--- config.mk ---
export PLATFORM = sky130hd
export DESIGN_NAME = kmc_ctrl
export DESIGN_NICKNAME = d
export VERILOG_FILES = /design/src/rtl/core/kmedoid_cluster_2d_defines.svh /design/src/rtl/core/kmc_pkg.sv /design/src/rtl/core/kmc_ctrl.sv
export SDC_FILE = /design/constraint.sdc
export NUM_CORES = 1
export LEC_CHECK = 0
export ABC_AREA = 0
export BUFFER_PORTS_ARGS = -buffer_cell sky130_fd_sc_hd__buf_4
export CAP_MARGIN = 0
export CORE_AREA = 2 2 47 49
export DETAILED_ROUTE_END_ITERATION = 16
export DIE_AREA = 0 0 49 51
export PLACE_DENSITY = 0.81
export SLEW_MARGIN = 30
export SYNTH_ARGS = -nofsm -noshare
export SYNTH_HDL_FRONTEND = slang
export SYNTH_SLANG_ARGS = --single-unit
--- constraint.sdc ---
create_clock -name clk -period 2.9 [get_ports clk]
set_input_delay 0.435 -clock clk [delete_from_list [all_inputs] [get_ports clk]]
set_output_delay 0.435 -clock clk [all_outputs]
set_load 0.02 [all_outputs]
--- src/rtl/core/kmedoid_cluster_2d_defines.svh ---
// kmedoid_cluster_2d_defines.svh: assertion macros shared by the clustering core.
// Depends on nothing; taken in by the files that carry assertions.
`ifndef KMEDOID_CLUSTER_2D_DEFINES_SVH
`define KMEDOID_CLUSTER_2D_DEFINES_SVH

// antecedent implies consequent in the same cycle
`define KMC_ASSERT_IMP(lbl, clk, rst_n, ante, cons) \
	lbl: assert property (@(posedge clk) disable iff (!rst_n) (ante) |-> (cons)) \
		else $error("kmc: assertion failed");

// antecedent implies consequent in the next cycle
`define KMC_ASSERT_NXT(lbl, clk, rst_n, ante, cons) \
	lbl: assert property (@(posedge clk) disable iff (!rst_n) (ante) |=> (cons)) \
		else $error("kmc: assertion failed");

`endif

--- src/rtl/core/kmc_pkg.sv ---
// kmc_pkg: item types, action and register codes, datapath operation codes.
// No dependencies.
`timescale 1ns / 1ps

package kmc_pkg;

	// input item
	typedef struct packed {
		logic [1:0]  action;
		logic [9:0]  point_index;
		logic [3:0]  cluster_index;
		logic [14:0] coord_x;
		logic [14:0] coord_y;
	} kmc_in_t;

	// result item
	typedef struct packed {
		logic [3:0]  cluster_id;
		logic [14:0] medoid_x;
		logic [14:0] medoid_y;
		logic [10:0] member_count;
		logic [7:0]  iterations_run;
		logic        last_cluster;
	} kmc_out_t;

	// actions
	localparam logic [1:0] ACT_LOAD   = 2'd0;
	localparam logic [1:0] ACT_MEDOID = 2'd1;
	localparam logic [1:0] ACT_RUN    = 2'd2;

	// register indexes
	localparam logic [1:0] CFG_POINT_COUNT = 2'd0;
	localparam logic [1:0] CFG_CLUSTER_CNT = 2'd1;
	localparam logic [1:0] CFG_ITER_LIMIT  = 2'd2;
	localparam logic [1:0] CFG_STOP_THRESH = 2'd3;
	localparam int CFG_DATA_W = 16;

	// fixed arithmetic widths
	localparam int DIST_W  = 32;
	localparam int DIV_NW  = 48;
	localparam int DIV_DW  = 32;

	// datapath operations
	localparam int OP_W = 5;
	localparam logic [OP_W-1:0] OP_NOP   = 5'd0;
	localparam logic [OP_W-1:0] OP_LOAD  = 5'd1;
	localparam logic [OP_W-1:0] OP_MSET  = 5'd2;
	localparam logic [OP_W-1:0] OP_RUN   = 5'd3;
	localparam logic [OP_W-1:0] OP_FRD   = 5'd4;
	localparam logic [OP_W-1:0] OP_FWR   = 5'd5;
	localparam logic [OP_W-1:0] OP_AINIT = 5'd6;
	localparam logic [OP_W-1:0] OP_PRD   = 5'd7;
	localparam logic [OP_W-1:0] OP_AMUL  = 5'd8;
	localparam logic [OP_W-1:0] OP_ACMP  = 5'd9;
	localparam logic [OP_W-1:0] OP_AACC  = 5'd10;
	localparam logic [OP_W-1:0] OP_UINIT = 5'd11;
	localparam logic [OP_W-1:0] OP_MZERO = 5'd12;
	localparam logic [OP_W-1:0] OP_DIVX  = 5'd13;
	localparam logic [OP_W-1:0] OP_SETX  = 5'd14;
	localparam logic [OP_W-1:0] OP_DIVY  = 5'd15;
	localparam logic [OP_W-1:0] OP_SETY  = 5'd16;
	localparam logic [OP_W-1:0] OP_SINIT = 5'd17;
	localparam logic [OP_W-1:0] OP_SMUL  = 5'd18;
	localparam logic [OP_W-1:0] OP_SCMP  = 5'd19;
	localparam logic [OP_W-1:0] OP_TINIT = 5'd20;
	localparam logic [OP_W-1:0] OP_TSKIP = 5'd21;
	localparam logic [OP_W-1:0] OP_DIVT  = 5'd22;
	localparam logic [OP_W-1:0] OP_TADD  = 5'd23;
	localparam logic [OP_W-1:0] OP_ITER  = 5'd24;
	localparam logic [OP_W-1:0] OP_OINIT = 5'd25;
	localparam logic [OP_W-1:0] OP_OLOAD = 5'd26;

	typedef struct packed {
		logic [OP_W-1:0] op;
	} kmc_cmd_t;

	typedef struct packed {
		logic last_i;
		logic last_j;
		logic mt_zero;
		logic prev_zero;
		logic div_done;
		logic run_end;
		logic out_free;
	} kmc_stat_t;

endpackage

--- src/rtl/core/kmc_ctrl.sv ---
// kmc_ctrl: sequencer for loads, the two refinement passes, stop test and results.
// Depends on kmc_pkg.
`timescale 1ns / 1ps

module kmc_ctrl (
	input  logic               clk,
	input  logic               arst_n,
	input  logic               in_valid,
	input  logic [1:0]         action,
	output logic               in_stall,
	input  kmc_pkg::kmc_stat_t stat,
	output kmc_pkg::kmc_cmd_t  cmd
);

	localparam logic [4:0] S_IDLE  = 5'd0;
	localparam logic [4:0] S_FRD   = 5'd1;
	localparam logic [4:0] S_FWR   = 5'd2;
	localparam logic [4:0] S_AINIT = 5'd3;
	localparam logic [4:0] S_ARD   = 5'd4;
	localparam logic [4:0] S_AMUL  = 5'd5;
	localparam logic [4:0] S_ACMP  = 5'd6;
	localparam logic [4:0] S_AACC  = 5'd7;
	localparam logic [4:0] S_UINIT = 5'd8;
	localparam logic [4:0] S_MEANX = 5'd9;
	localparam logic [4:0] S_WAITX = 5'd10;
	localparam logic [4:0] S_DIVY  = 5'd11;
	localparam logic [4:0] S_WAITY = 5'd12;
	localparam logic [4:0] S_SINIT = 5'd13;
	localparam logic [4:0] S_SRD   = 5'd14;
	localparam logic [4:0] S_SMUL  = 5'd15;
	localparam logic [4:0] S_SCMP  = 5'd16;
	localparam logic [4:0] S_TINIT = 5'd17;
	localparam logic [4:0] S_TJ    = 5'd18;
	localparam logic [4:0] S_WAITT = 5'd19;
	localparam logic [4:0] S_DECID = 5'd20;
	localparam logic [4:0] S_OINIT = 5'd21;
	localparam logic [4:0] S_OLOAD = 5'd22;

	logic [4:0] state_q;
	logic [4:0] state_d;

	assign in_stall = state_q != S_IDLE;

	// next state and datapath operation
	always_comb begin
		state_d = state_q;
		cmd.op  = kmc_pkg::OP_NOP;
		case (state_q)
			S_IDLE: begin
				if (in_valid) begin
					case (action)
						kmc_pkg::ACT_LOAD:   cmd.op = kmc_pkg::OP_LOAD;
						kmc_pkg::ACT_MEDOID: cmd.op = kmc_pkg::OP_MSET;
						kmc_pkg::ACT_RUN: begin
							cmd.op  = kmc_pkg::OP_RUN;
							state_d = S_FRD;
						end
						default: ;
					endcase
				end
			end
			// fetch starting medoid coordinates
			S_FRD: begin
				cmd.op  = kmc_pkg::OP_FRD;
				state_d = S_FWR;
			end
			S_FWR: begin
				cmd.op  = kmc_pkg::OP_FWR;
				state_d = stat.last_j ? S_AINIT : S_FRD;
			end
			// assignment pass
			S_AINIT: begin
				cmd.op  = kmc_pkg::OP_AINIT;
				state_d = S_ARD;
			end
			S_ARD: begin
				cmd.op  = kmc_pkg::OP_PRD;
				state_d = S_AMUL;
			end
			S_AMUL: begin
				cmd.op  = kmc_pkg::OP_AMUL;
				state_d = S_ACMP;
			end
			S_ACMP: begin
				cmd.op  = kmc_pkg::OP_ACMP;
				state_d = stat.last_j ? S_AACC : S_AMUL;
			end
			S_AACC: begin
				cmd.op  = kmc_pkg::OP_AACC;
				state_d = stat.last_i ? S_UINIT : S_ARD;
			end
			// cluster means
			S_UINIT: begin
				cmd.op  = kmc_pkg::OP_UINIT;
				state_d = S_MEANX;
			end
			S_MEANX: begin
				if (stat.mt_zero) begin
					cmd.op  = kmc_pkg::OP_MZERO;
					state_d = stat.last_j ? S_SINIT : S_MEANX;
				end else begin
					cmd.op  = kmc_pkg::OP_DIVX;
					state_d = S_WAITX;
				end
			end
			S_WAITX: begin
				if (stat.div_done) begin
					cmd.op  = kmc_pkg::OP_SETX;
					state_d = S_DIVY;
				end
			end
			S_DIVY: begin
				cmd.op  = kmc_pkg::OP_DIVY;
				state_d = S_WAITY;
			end
			S_WAITY: begin
				if (stat.div_done) begin
					cmd.op  = kmc_pkg::OP_SETY;
					state_d = stat.last_j ? S_SINIT : S_MEANX;
				end
			end
			// medoid snap scan
			S_SINIT: begin
				cmd.op  = kmc_pkg::OP_SINIT;
				state_d = S_SRD;
			end
			S_SRD: begin
				cmd.op  = kmc_pkg::OP_PRD;
				state_d = S_SMUL;
			end
			S_SMUL: begin
				cmd.op  = kmc_pkg::OP_SMUL;
				state_d = S_SCMP;
			end
			S_SCMP: begin
				cmd.op  = kmc_pkg::OP_SCMP;
				state_d = stat.last_i ? S_TINIT : S_SRD;
			end
			// convergence test
			S_TINIT: begin
				cmd.op  = kmc_pkg::OP_TINIT;
				state_d = S_TJ;
			end
			S_TJ: begin
				if (stat.prev_zero) begin
					cmd.op  = kmc_pkg::OP_TSKIP;
					state_d = stat.last_j ? S_DECID : S_TJ;
				end else begin
					cmd.op  = kmc_pkg::OP_DIVT;
					state_d = S_WAITT;
				end
			end
			S_WAITT: begin
				if (stat.div_done) begin
					cmd.op  = kmc_pkg::OP_TADD;
					state_d = stat.last_j ? S_DECID : S_TJ;
				end
			end
			S_DECID: begin
				cmd.op  = kmc_pkg::OP_ITER;
				state_d = stat.run_end ? S_OINIT : S_AINIT;
			end
			// results
			S_OINIT: begin
				cmd.op  = kmc_pkg::OP_OINIT;
				state_d = S_OLOAD;
			end
			S_OLOAD: begin
				if (stat.out_free) begin
					cmd.op  = kmc_pkg::OP_OLOAD;
					state_d = stat.last_j ? S_IDLE : S_OLOAD;
				end
			end
			default: begin
				state_d = S_IDLE;
			end
		endcase
	end

	always_ff @(posedge clk or negedge arst_n) begin
		if (!arst_n) begin
			state_q <= S_IDLE;
		end else begin
			state_q <= state_d;
		end
	end

endmodule

==> impl_metrics.yaml, run 1 <==
place:
  place.detailed.hpwl_microns: 2060
  placed_area_sq_um: 1090
  routabilityCongestion: 0.975
  io_buffers: 17
  pre_cts_ws_ns: 0.699
logic_synthesis:
  synth_ff_type: "dfrtp_1"
  yosys_register_bits: 5
  ys_warn_count: 0
  synth-edff-count: 0
  synth.avg_cell_area_sq_um: 6.60
  ys_async_sr_fraction_pct: 100
  syn-instance-count: 145
  synth_fp_nets: 158
  ys_seq_area_share_pct: 13.1
  synth_cell_type_count: 46
  netlist_area_sq_um: 957
finish:
  n_fill_cell: 225
  largest_register: "state_q"
  nets: 173
  reg_top3: "state_q: 5 flops"
  largest_reg_flops: 5
  ff_latch_area_sq_um: 125
  diodes: 0
  layout_commonest_cell: "buf_4"
  multiInputGateArea_sq_um: 741
  final_cell_mix: "buf_4 (22), nand2_1 (14), nor2_1 (12), a21oi_1 (11)"
  area_growth_pct: 17.9
  drive_above_1_share_pct: 18.2
  fin_area_sq_um: 1130
cts:
  cts_buffers: 3
  htree_levels: 1
  cts_tree: "done"
  cts_buffer_depth: 2
  cts.sinks: 5
  clkTransAtPathRegs_ns: 0.04
  clock-root-buffer: "clkbuf_4"
  worst_skew_pair.late_latency_ns: 0.24
floorplanning:
  rows: 17
  start_util_pct: 46.4
  io_pins: 18
  dieHeight_microns: 51
  dieArea_sq_um: 2500
  die_x_microns: 49
  core_sq_um: 2060
run:
  drv_cap: 0
power:
  ir_drop_v: 0.000537
  p_leak_uw: 0.000432
  p_per_area_nw_per_um2: 1080
timing:
  tns_ns: 0
  worst_pin_slew_ns: 0.672
  setup_ws_ns: 0.394
  final_max_slew_viol_count: 0
  finalHoldViolCount: 0
  setup_violations: 0
  period_share_pct: 86.4
  fmax_mhz: 399
  slew-limit-headroom_pct: 55.2
  fin_crit_ns: 2.51
  fin_skew_ns: 0.00312
  grt_setup_unrepaired: "no"
worst_setup_path:
  crit_path_top_delay_cell: "nor2b_1"
  worst-endpoint-required_ns: 2.47
  crit_arrival_ns: 2.07
  critPathBufInv: 1
  crit_chain: "nor2b_1 -> a21oi_1 -> o32a_1 -> o2111ai_1 -> buf_4"
  r2r_cells: 6
  critPathTopFamily: "simple AND/OR/NAND/NOR gates"
  slowest_delay_ns: 0.60
  end_kind: "output port"
  critPathLaunchType: "flip-flop"
  reg2reg_from: "state_q[2]"
  r2r_end: "state_q[1]"
  critical_path.max_fanout: 11
  r2r_setup_slack_ns: 0.75
  worst-setup-path-type: "flip-flop to output port"
route:
  ant_nets: 0
  drt_iter0_drc: 57
  routed_wl_microns: 2790
  vias: 1205
  post_drt_wl_per_cell_microns: 14.9
  drc: 0
  viasPerCell: 6.44
  drtPass1Iterations: 5
worst_hold_path:
  hp-start: "stat[2]"
  min_delay_path_depth: 2
  worstHoldEndpoint: "state_q[0]"
  min_path_type: "input port to flip-flop"
global_routing:
  grt_max_degree: 21
  grt_pass1_wl_microns: 4980
  grt_pass1_vias: 1154
  antenna_found_initial: 0
  grt_overflow: 0
  grt_usage_pct: 24.6
status:
  outcome: "finished clean"
[power by group]
group          leakage, uW  internal [uW]  total, uW  switching [uW]
Clock            0.0000150           52.1       81.0            29.0
Combinational     0.000357            408        921             512
Sequential       0.0000601           98.5        219             120
[layout make-up]
| type | count | area share [%] |
|---|---|---|
| repair buffers | 23 | 15.5 |
| flip-flops and latches | 5 | 11.1 |
| multi-input cells | 120 | 65.6 |
| well taps | 28 | 3.10 |
| inverters | 7 | 2.33 |
| clock buffers | 4 | 2.33 |
[kinds of logic (layout without fill, tap and decap cells)]
family	Yosys count	count (layout)	synth area share (%)
AO/OA/AOI/OAI	54	54	38.3
XOR/XNOR	3	3	2.75
adder cells (fa/ha/maj)	1	1	1.31
buffers and inverters	20	34	9.54
flip-flops	5	5	13.1
multiplexers	2	2	2.35
AND/OR/NAND/NOR	60	60	32.7
[worst max-delay path by stage]
| stage | slack (ns) | endpoint | from | cells past startpoint |
|---|---|---|---|---|
| after floorplan | 0.96 | cmd[3] | state_q[1] | 5 |
| after global placement | 0.74 | cmd[1] | state_q[3] | 5 |
| after detailed placement | 0.70 | cmd[1] | state_q[3] | 5 |
| after CTS | 0.42 | cmd[1] | state_q[3] | 5 |
| after global routing | 0.18 | cmd[1] | state_q[3] | 5 |
| final | 0.39 | cmd[1] | state_q[3] | 5 |
[per-layer routing]
metal	GRT usage, %	part of all wire [%]
met2	42.0	48
met1	31.9	41
met4	9.05	1.2
met3	2.92	9.2
met5	0	0
[cells in the mapped netlist, drive strengths merged (2+ instances only)]
library cell	number	area share (%)
buf	10	5.6
xnor2	3	2.7
dfrtp	5	13
nor2	12	4.7
o31a	2	1.8
a21oi	11	5.8
clkbuf	3	1.2
a31oi	6	3.9
o211ai	2	1.6
o22ai	3	2.0
nor2b	4	2.6
o21ai	9	4.7
a211oi	2	1.6
inv	7	2.7
nor3	5	2.6
nand3b	2	1.6
o21bai	2	1.6
mux2	2	2.4
o32ai	3	2.7
nand2	14	5.5
nand2b	9	5.9
nand3	5	2.6
or3	2	1.3
a32oi	3	2.7
[metrics by stage]
stage / util [%] / power [uW] / cells / hold slack (ns)
6_report: 54.7 / 1220 / 187 / 0.470
5_1_grt: 54.7 / 1330 / 187 / 0.469
3_3_place_gp: 52.9 / 1110 / 182 / 0.236
3_5_place_dp: 52.9 / 1120 / 182 / 0.238
4_1_cts: 54.7 / 1210 / 187 / 0.462
2_1_floorplan: - / 866 / 145 / 0.139
[timing repair]
item	4_1_cts	5_1_grt
endpoints found under the hold margin	5	0
hold buffers	1	0
gates resized for setup	0	0
setup buffers	0	0
Power figures use the tool's default switching activity.
==> run 2: changes to the inputs <==
--- a/config.mk
+++ b/config.mk
@@ -8,11 +8,11 @@
 export ABC_AREA = 0
 export BUFFER_PORTS_ARGS = -buffer_cell sky130_fd_sc_hd__buf_4
 export CAP_MARGIN = 0
-export CORE_AREA = 2 2 47 49
+export CORE_AREA = 2 2 83 45
 export DETAILED_ROUTE_END_ITERATION = 16
-export DIE_AREA = 0 0 49 51
-export PLACE_DENSITY = 0.81
-export SLEW_MARGIN = 30
+export DIE_AREA = 0 0 85 47
+export PLACE_DENSITY = 0.58
+export SLEW_MARGIN = 10
 export SYNTH_ARGS = -nofsm -noshare
 export SYNTH_HDL_FRONTEND = slang
 export SYNTH_SLANG_ARGS = --single-unit
==> run 2 against run 1 <==
Clock skew shrank 0.0025 ns. Critical path type unchanged. Global-route usage shrank 8.5 points. Wire length increased by 13%. Total power up 5.2%.
==> impl_metrics.yaml, run 2 (synthesized netlist as in run 1, its figures left out) <==
status:
  outcome: "finished clean"
worst_setup_path:
  worst-endpoint-required_ns: 2.47
  worst-setup-path-type: "flip-flop to output port"
  crit_arrival_ns: 2.07
  critPathLaunchType: "flip-flop"
  crit_path_top_delay_cell: "nor2b_1"
  critPathTopFamily: "simple AND/OR/NAND/NOR gates"
  crit_chain: "nor2b_1 -> a21oi_1 -> o32a_1 -> o2111ai_1 -> buf_4"
  slowest_delay_ns: 0.64
  r2r_end: "state_q[1]"
  critical_path.max_fanout: 11
  cp_num_cells: 5
  r2r_setup_slack_ns: 0.73
  crit_end: "cmd[1]"
  crit_path_start: "state_q[4]"
  reg2reg_from: "state_q[2]"
  critPathBufInv: 1
  r2r_cells: 6
  end_kind: "output port"
finish:
  drive_above_1_share_pct: 18.4
  layout_commonest_cell: "buf_4"
  reg_top3: "state_q: 5 flops"
  nets: 172
  final_cell_mix: "buf_4 (22), nand2_1 (14), nor2_1 (12), a21oi_1 (11)"
  diodes: 0
  largest_register: "state_q"
  n_fill_cell: 363
  fin_area_sq_um: 1150
  multiInputGateArea_sq_um: 741
  area_growth_pct: 20.7
  ff_latch_area_sq_um: 125
  largest_reg_flops: 5
route:
  post_drt_wl_per_cell_microns: 15.7
  m1WireLength_microns: 1570
  routed_wl_microns: 3140
  drc: 0
  drtPass1Iterations: 4
  wl_met3_microns: 317
  top_layer: "met4"
  viasPerCell: 5.77
  drt_iter0_drc: 164
  wl_met2_microns: 1240
  vias: 1154
  ant_nets: 0
floorplanning:
  die_x_microns: 85
  rows: 15
  start_util_pct: 29.1
  dieHeight_microns: 47
  core_sq_um: 3280
  dieArea_sq_um: 4000
  io_pins: 18
cts:
  cts_buffer_depth: 2
  clock-root-buffer: "clkbuf_8"
  cts_tree: "done"
  cts_buffers: 3
  cts.sinks: 5
  cts_hold_buf: 0
  worst_skew_pair.late_latency_ns: 0.22
  clkTransAtPathRegs_ns: 0.03
  post-cts-setup-buffers: 0
  htree_levels: 1
  cts_resized: 0
power:
  ir_drop_v: 0.000328
  p_leak_uw: 0.000436
  p_per_area_nw_per_um2: 1110
timing:
  period_share_pct: 86.2
  final_max_slew_viol_count: 0
  tns_ns: 0
  setup_ws_ns: 0.399
  fmax_mhz: 400
  finalHoldViolCount: 0
  grt_setup_unrepaired: "no"
  fin_skew_ns: 0.000662
  worst_pin_slew_ns: 0.747
  fin_crit_ns: 2.50
  setup_violations: 0
  slew-limit-headroom_pct: 50.1
global_routing:
  grt_max_degree: 23
  grt_usage_pct: 16.1
  grt_pass1_wl_microns: 5000
  grt_pass1_vias: 995
  antenna_found_initial: 0
  grt_overflow: 0
run:
  drv_cap: 0
place:
  routabilityCongestion: 0.953
  place.detailed.hpwl_microns: 2340
  io_buffers: 17
  pre_cts_ws_ns: 0.636
  placed_area_sq_um: 1110
worst_hold_path:
  min_path_type: "input port to asynchronous set/reset pin"
## run 2: cell count changes in the layout (fill, tap and decap cells not counted)
cell	delta
clkbuf_4	-3
clkbuf_8	+3
dlygate4sd3_1	-1
## run 2: worst reg2reg max path, delay by kind of cell (launching register included)
kind | cells | cell delay, ns
AO/OA/AOI/OAI | 1 | 0.21
buffers and inverters | 1 | 0.32
flip-flops | 1 | 0.64
multiplexers | 1 | 0.13
AND/OR/NAND/NOR | 3 | 0.82
## run 2: worst min-delay path by stage
| stage | startpoint | to | slack, ns | depth (start not counted) |
|---|---|---|---|---|
| detailed placement | arst_n | state_q[1] | 0.24 | 1 |
| finish | arst_n | state_q[3] | 0.008 | 1 |
| global placement | arst_n | state_q[1] | 0.24 | 1 |
| CTS | arst_n | state_q[4] | 0.007 | 1 |
| floorplan | arst_n | state_q[0] | 0.14 | 0 |
| global route | arst_n | state_q[4] | 0.007 | 1 |
## run 2: layout make-up
class / count / area share [%]
well taps: 42 / 4.55
flip-flops and latches: 5 / 10.8
repair buffers: 22 / 14.3
multi-input cells: 120 / 64.1
clock buffers: 4 / 3.90
inverters: 7 / 2.28
## run 2: layer usage
metal / vias to the layer above / GRT usage (%)
li1: 566 / -
met5: - / 0
met4: 0 / 2.86
met1: 532 / 24.8
met3: 3 / 4.39
met2: 53 / 22.3
## run 2: metrics by stage
stage          utilization (%)  power, uW  hold slack (ns)  instances
2_1_floorplan                -        866            0.139        145
3_3_place_gp              33.8       1130            0.239        196
3_5_place_dp              33.8       1140            0.239        196
4_1_cts                   35.2       1270          0.00666        200
5_1_grt                   35.2       1390          0.00693        200
6_report                  35.2       1280          0.00838        200
## run 2: power by group
part	internal, uW	switching (uW)	total [uW]
clock network	94.3	33.2	128
logic	408	537	945
registers	98.9	112	211
==> run 3: changes to the inputs <==
--- a/config.mk
+++ b/config.mk
@@ -12,6 +12,7 @@
 export DETAILED_ROUTE_END_ITERATION = 16
 export DIE_AREA = 0 0 85 47
 export PLACE_DENSITY = 0.58
+export RECOVER_POWER = 25
 export SLEW_MARGIN = 10
 export SYNTH_ARGS = -nofsm -noshare
 export SYNTH_HDL_FRONTEND = slang
==> run 3 against run 2 <==
Core utilization decreased by 0.11 points. Critical endpoint unchanged. Register-to-register slack hardly changed. Cell count unchanged. Fmax is essentially flat. Non-clock buffer count did not move. Combinational power about the same. Worst setup slack improved by 0.0017 ns. Highest routed layer unchanged. Die area did not move. Sequential power is essentially flat.
==> impl_metrics.yaml, run 3 (synthesized netlist as in run 1, its figures left out) <==
status:
  outcome: "finished clean"
timing:
  worst_pin_slew_ns: 0.745
  grt_setup_unrepaired: "no"
  fin_crit_ns: 2.50
  finalHoldViolCount: 0
  tns_ns: 0
  whs_ns: 0.0618
  fmax_mhz: 400
  final_max_slew_viol_count: 0
  fin_skew_ns: 0.000662
  period_share_pct: 86.2
  setup_violations: 0
  slew-limit-headroom_pct: 50.2
place:
  place.detailed.hpwl_microns: 2340
  placed_area_sq_um: 1110
  io_buffers: 17
  routabilityCongestion: 0.953
worst_setup_path:
  crit_arrival_ns: 2.06
  r2r_cells: 6
  critPathLaunchType: "flip-flop"
  r2r_setup_slack_ns: 0.73
  r2r_end: "state_q[1]"
  end_kind: "output port"
  worst-endpoint-required_ns: 2.47
  critical_path.max_fanout: 11
  reg2reg_from: "state_q[2]"
  worst-setup-path-type: "flip-flop to output port"
power:
  combinationalPowerShare_pct: 73.6
  p_per_area_nw_per_um2: 1120
  p_leak_uw: 0.000432
  p_sw_uw: 684
  pwr-share-seq_pct: 16.5
  p_sw_share_pct: 53.2
  ir_drop_v: 0.000329
  pwr-share-clk_pct: 9.9
  p_int_uw: 601
cts:
  cts_hold_buf: 0
  clkTransAtPathRegs_ns: 0.03
  cts_tree: "done"
  cts_buffer_depth: 2
  post-cts-setup-buffers: 0
  clock-root-buffer: "clkbuf_8"
  cts_resized: 0
  cts.sinks: 5
  htree_levels: 1
  cts_buffers: 3
  worst_skew_pair.late_latency_ns: 0.22
floorplanning:
  core_sq_um: 3280
  io_pins: 18
  dieArea_sq_um: 4000
  rows: 15
  start_util_pct: 29.1
  die_x_microns: 85
  dieHeight_microns: 47
finish:
  largest_reg_flops: 5
  nets: 172
  final_cell_mix: "buf_4 (21), nand2_1 (14), nor2_1 (12), a21oi_1 (11)"
  drive_above_1_share_pct: 17.7
  reg_top3: "state_q: 5 flops"
  largest_register: "state_q"
  area_growth_pct: 20.3
  layout_commonest_cell: "buf_4"
  fin_area_sq_um: 1150
  diodes: 0
global_routing:
  grt_usage_pct: 16.1
  grt_pass1_vias: 995
  grt_max_degree: 23
  grtUsageMet2_pct: 22.3
  antenna_found_initial: 0
  top_usage_layer: "met1"
  use_met1_pct: 24.8
  grt_util_met3_pct: 4.39
  grt_pass1_wl_microns: 5000
  grt_overflow: 0
route:
  drc: 0
  ant_nets: 0
  viasPerCell: 5.78
  vias: 1155
  drt_iter0_drc: 164
  post_drt_wl_per_cell_microns: 15.7
  drtPass1Iterations: 4
  routed_wl_microns: 3140
run:
  drv_cap: 0
worst_hold_path:
  min_path_type: "input port to asynchronous set/reset pin"
[run 3: cell count changes in the layout (fill, tap and decap cells not counted)]
| cell | change |
|---|---|
| buf_4 | -1 |
| clkbuf_1 | +1 |
[run 3: worst max-delay path, cell delays in order (launching register included)]
cell and delay [ns]:
dfrtp_1 0.48, nor2b_1 0.64, a21oi_1 0.08, o32a_1 0.37, o2111ai_1 0.11, buf_4 0.17
[run 3: worst max path at each step]
stage	startpoint	end	slack, ns	cells after the start
finish	state_q[4]	cmd[1]	0.40	5
global route	state_q[4]	cmd[1]	0.28	5
CTS	state_q[4]	cmd[1]	0.40	5
detailed placement	state_q[4]	cmd[1]	0.64	5
global placement	state_q[4]	cmd[1]	0.62	5
floorplan	state_q[1]	cmd[3]	0.96	5
[run 3: power by group through the flow]
stage,sequential [uW],combinational (uW),clock (uW)
floorplan,121,745,0
global placement,203,931,0
detailed placement,207,932,0
CTS,207,937,129
global route,221,1030,135
finish,212,945,128
[run 3: stage by stage]
stage	utilization (%)	setup WS, ns	power (uW)	instances
floorplan	-	0.959	866	145
global placement	33.8	0.625	1130	196
detailed placement	33.8	0.636	1140	196
CTS	35.2	0.397	1270	200
global route	35.0	0.281	1390	200
finish	35.0	0.401	1280	200
[run 3: layer usage]
metal	vias up	wire length (microns)
met4	0	8
met2	58	1220
met3	3	339
met5	-	0
li1	567	-
met1	527	1570
[run 3: cell type report]
type	instances	area, sq um
Multi-Input combinational cell	120	741
Sequential cell	5	125
Clock buffer	4	45.0
Inverter	7	26.3
Tap cell	42	52.6
Timing Repair Buffer	22	161
Fill cell	363	2130
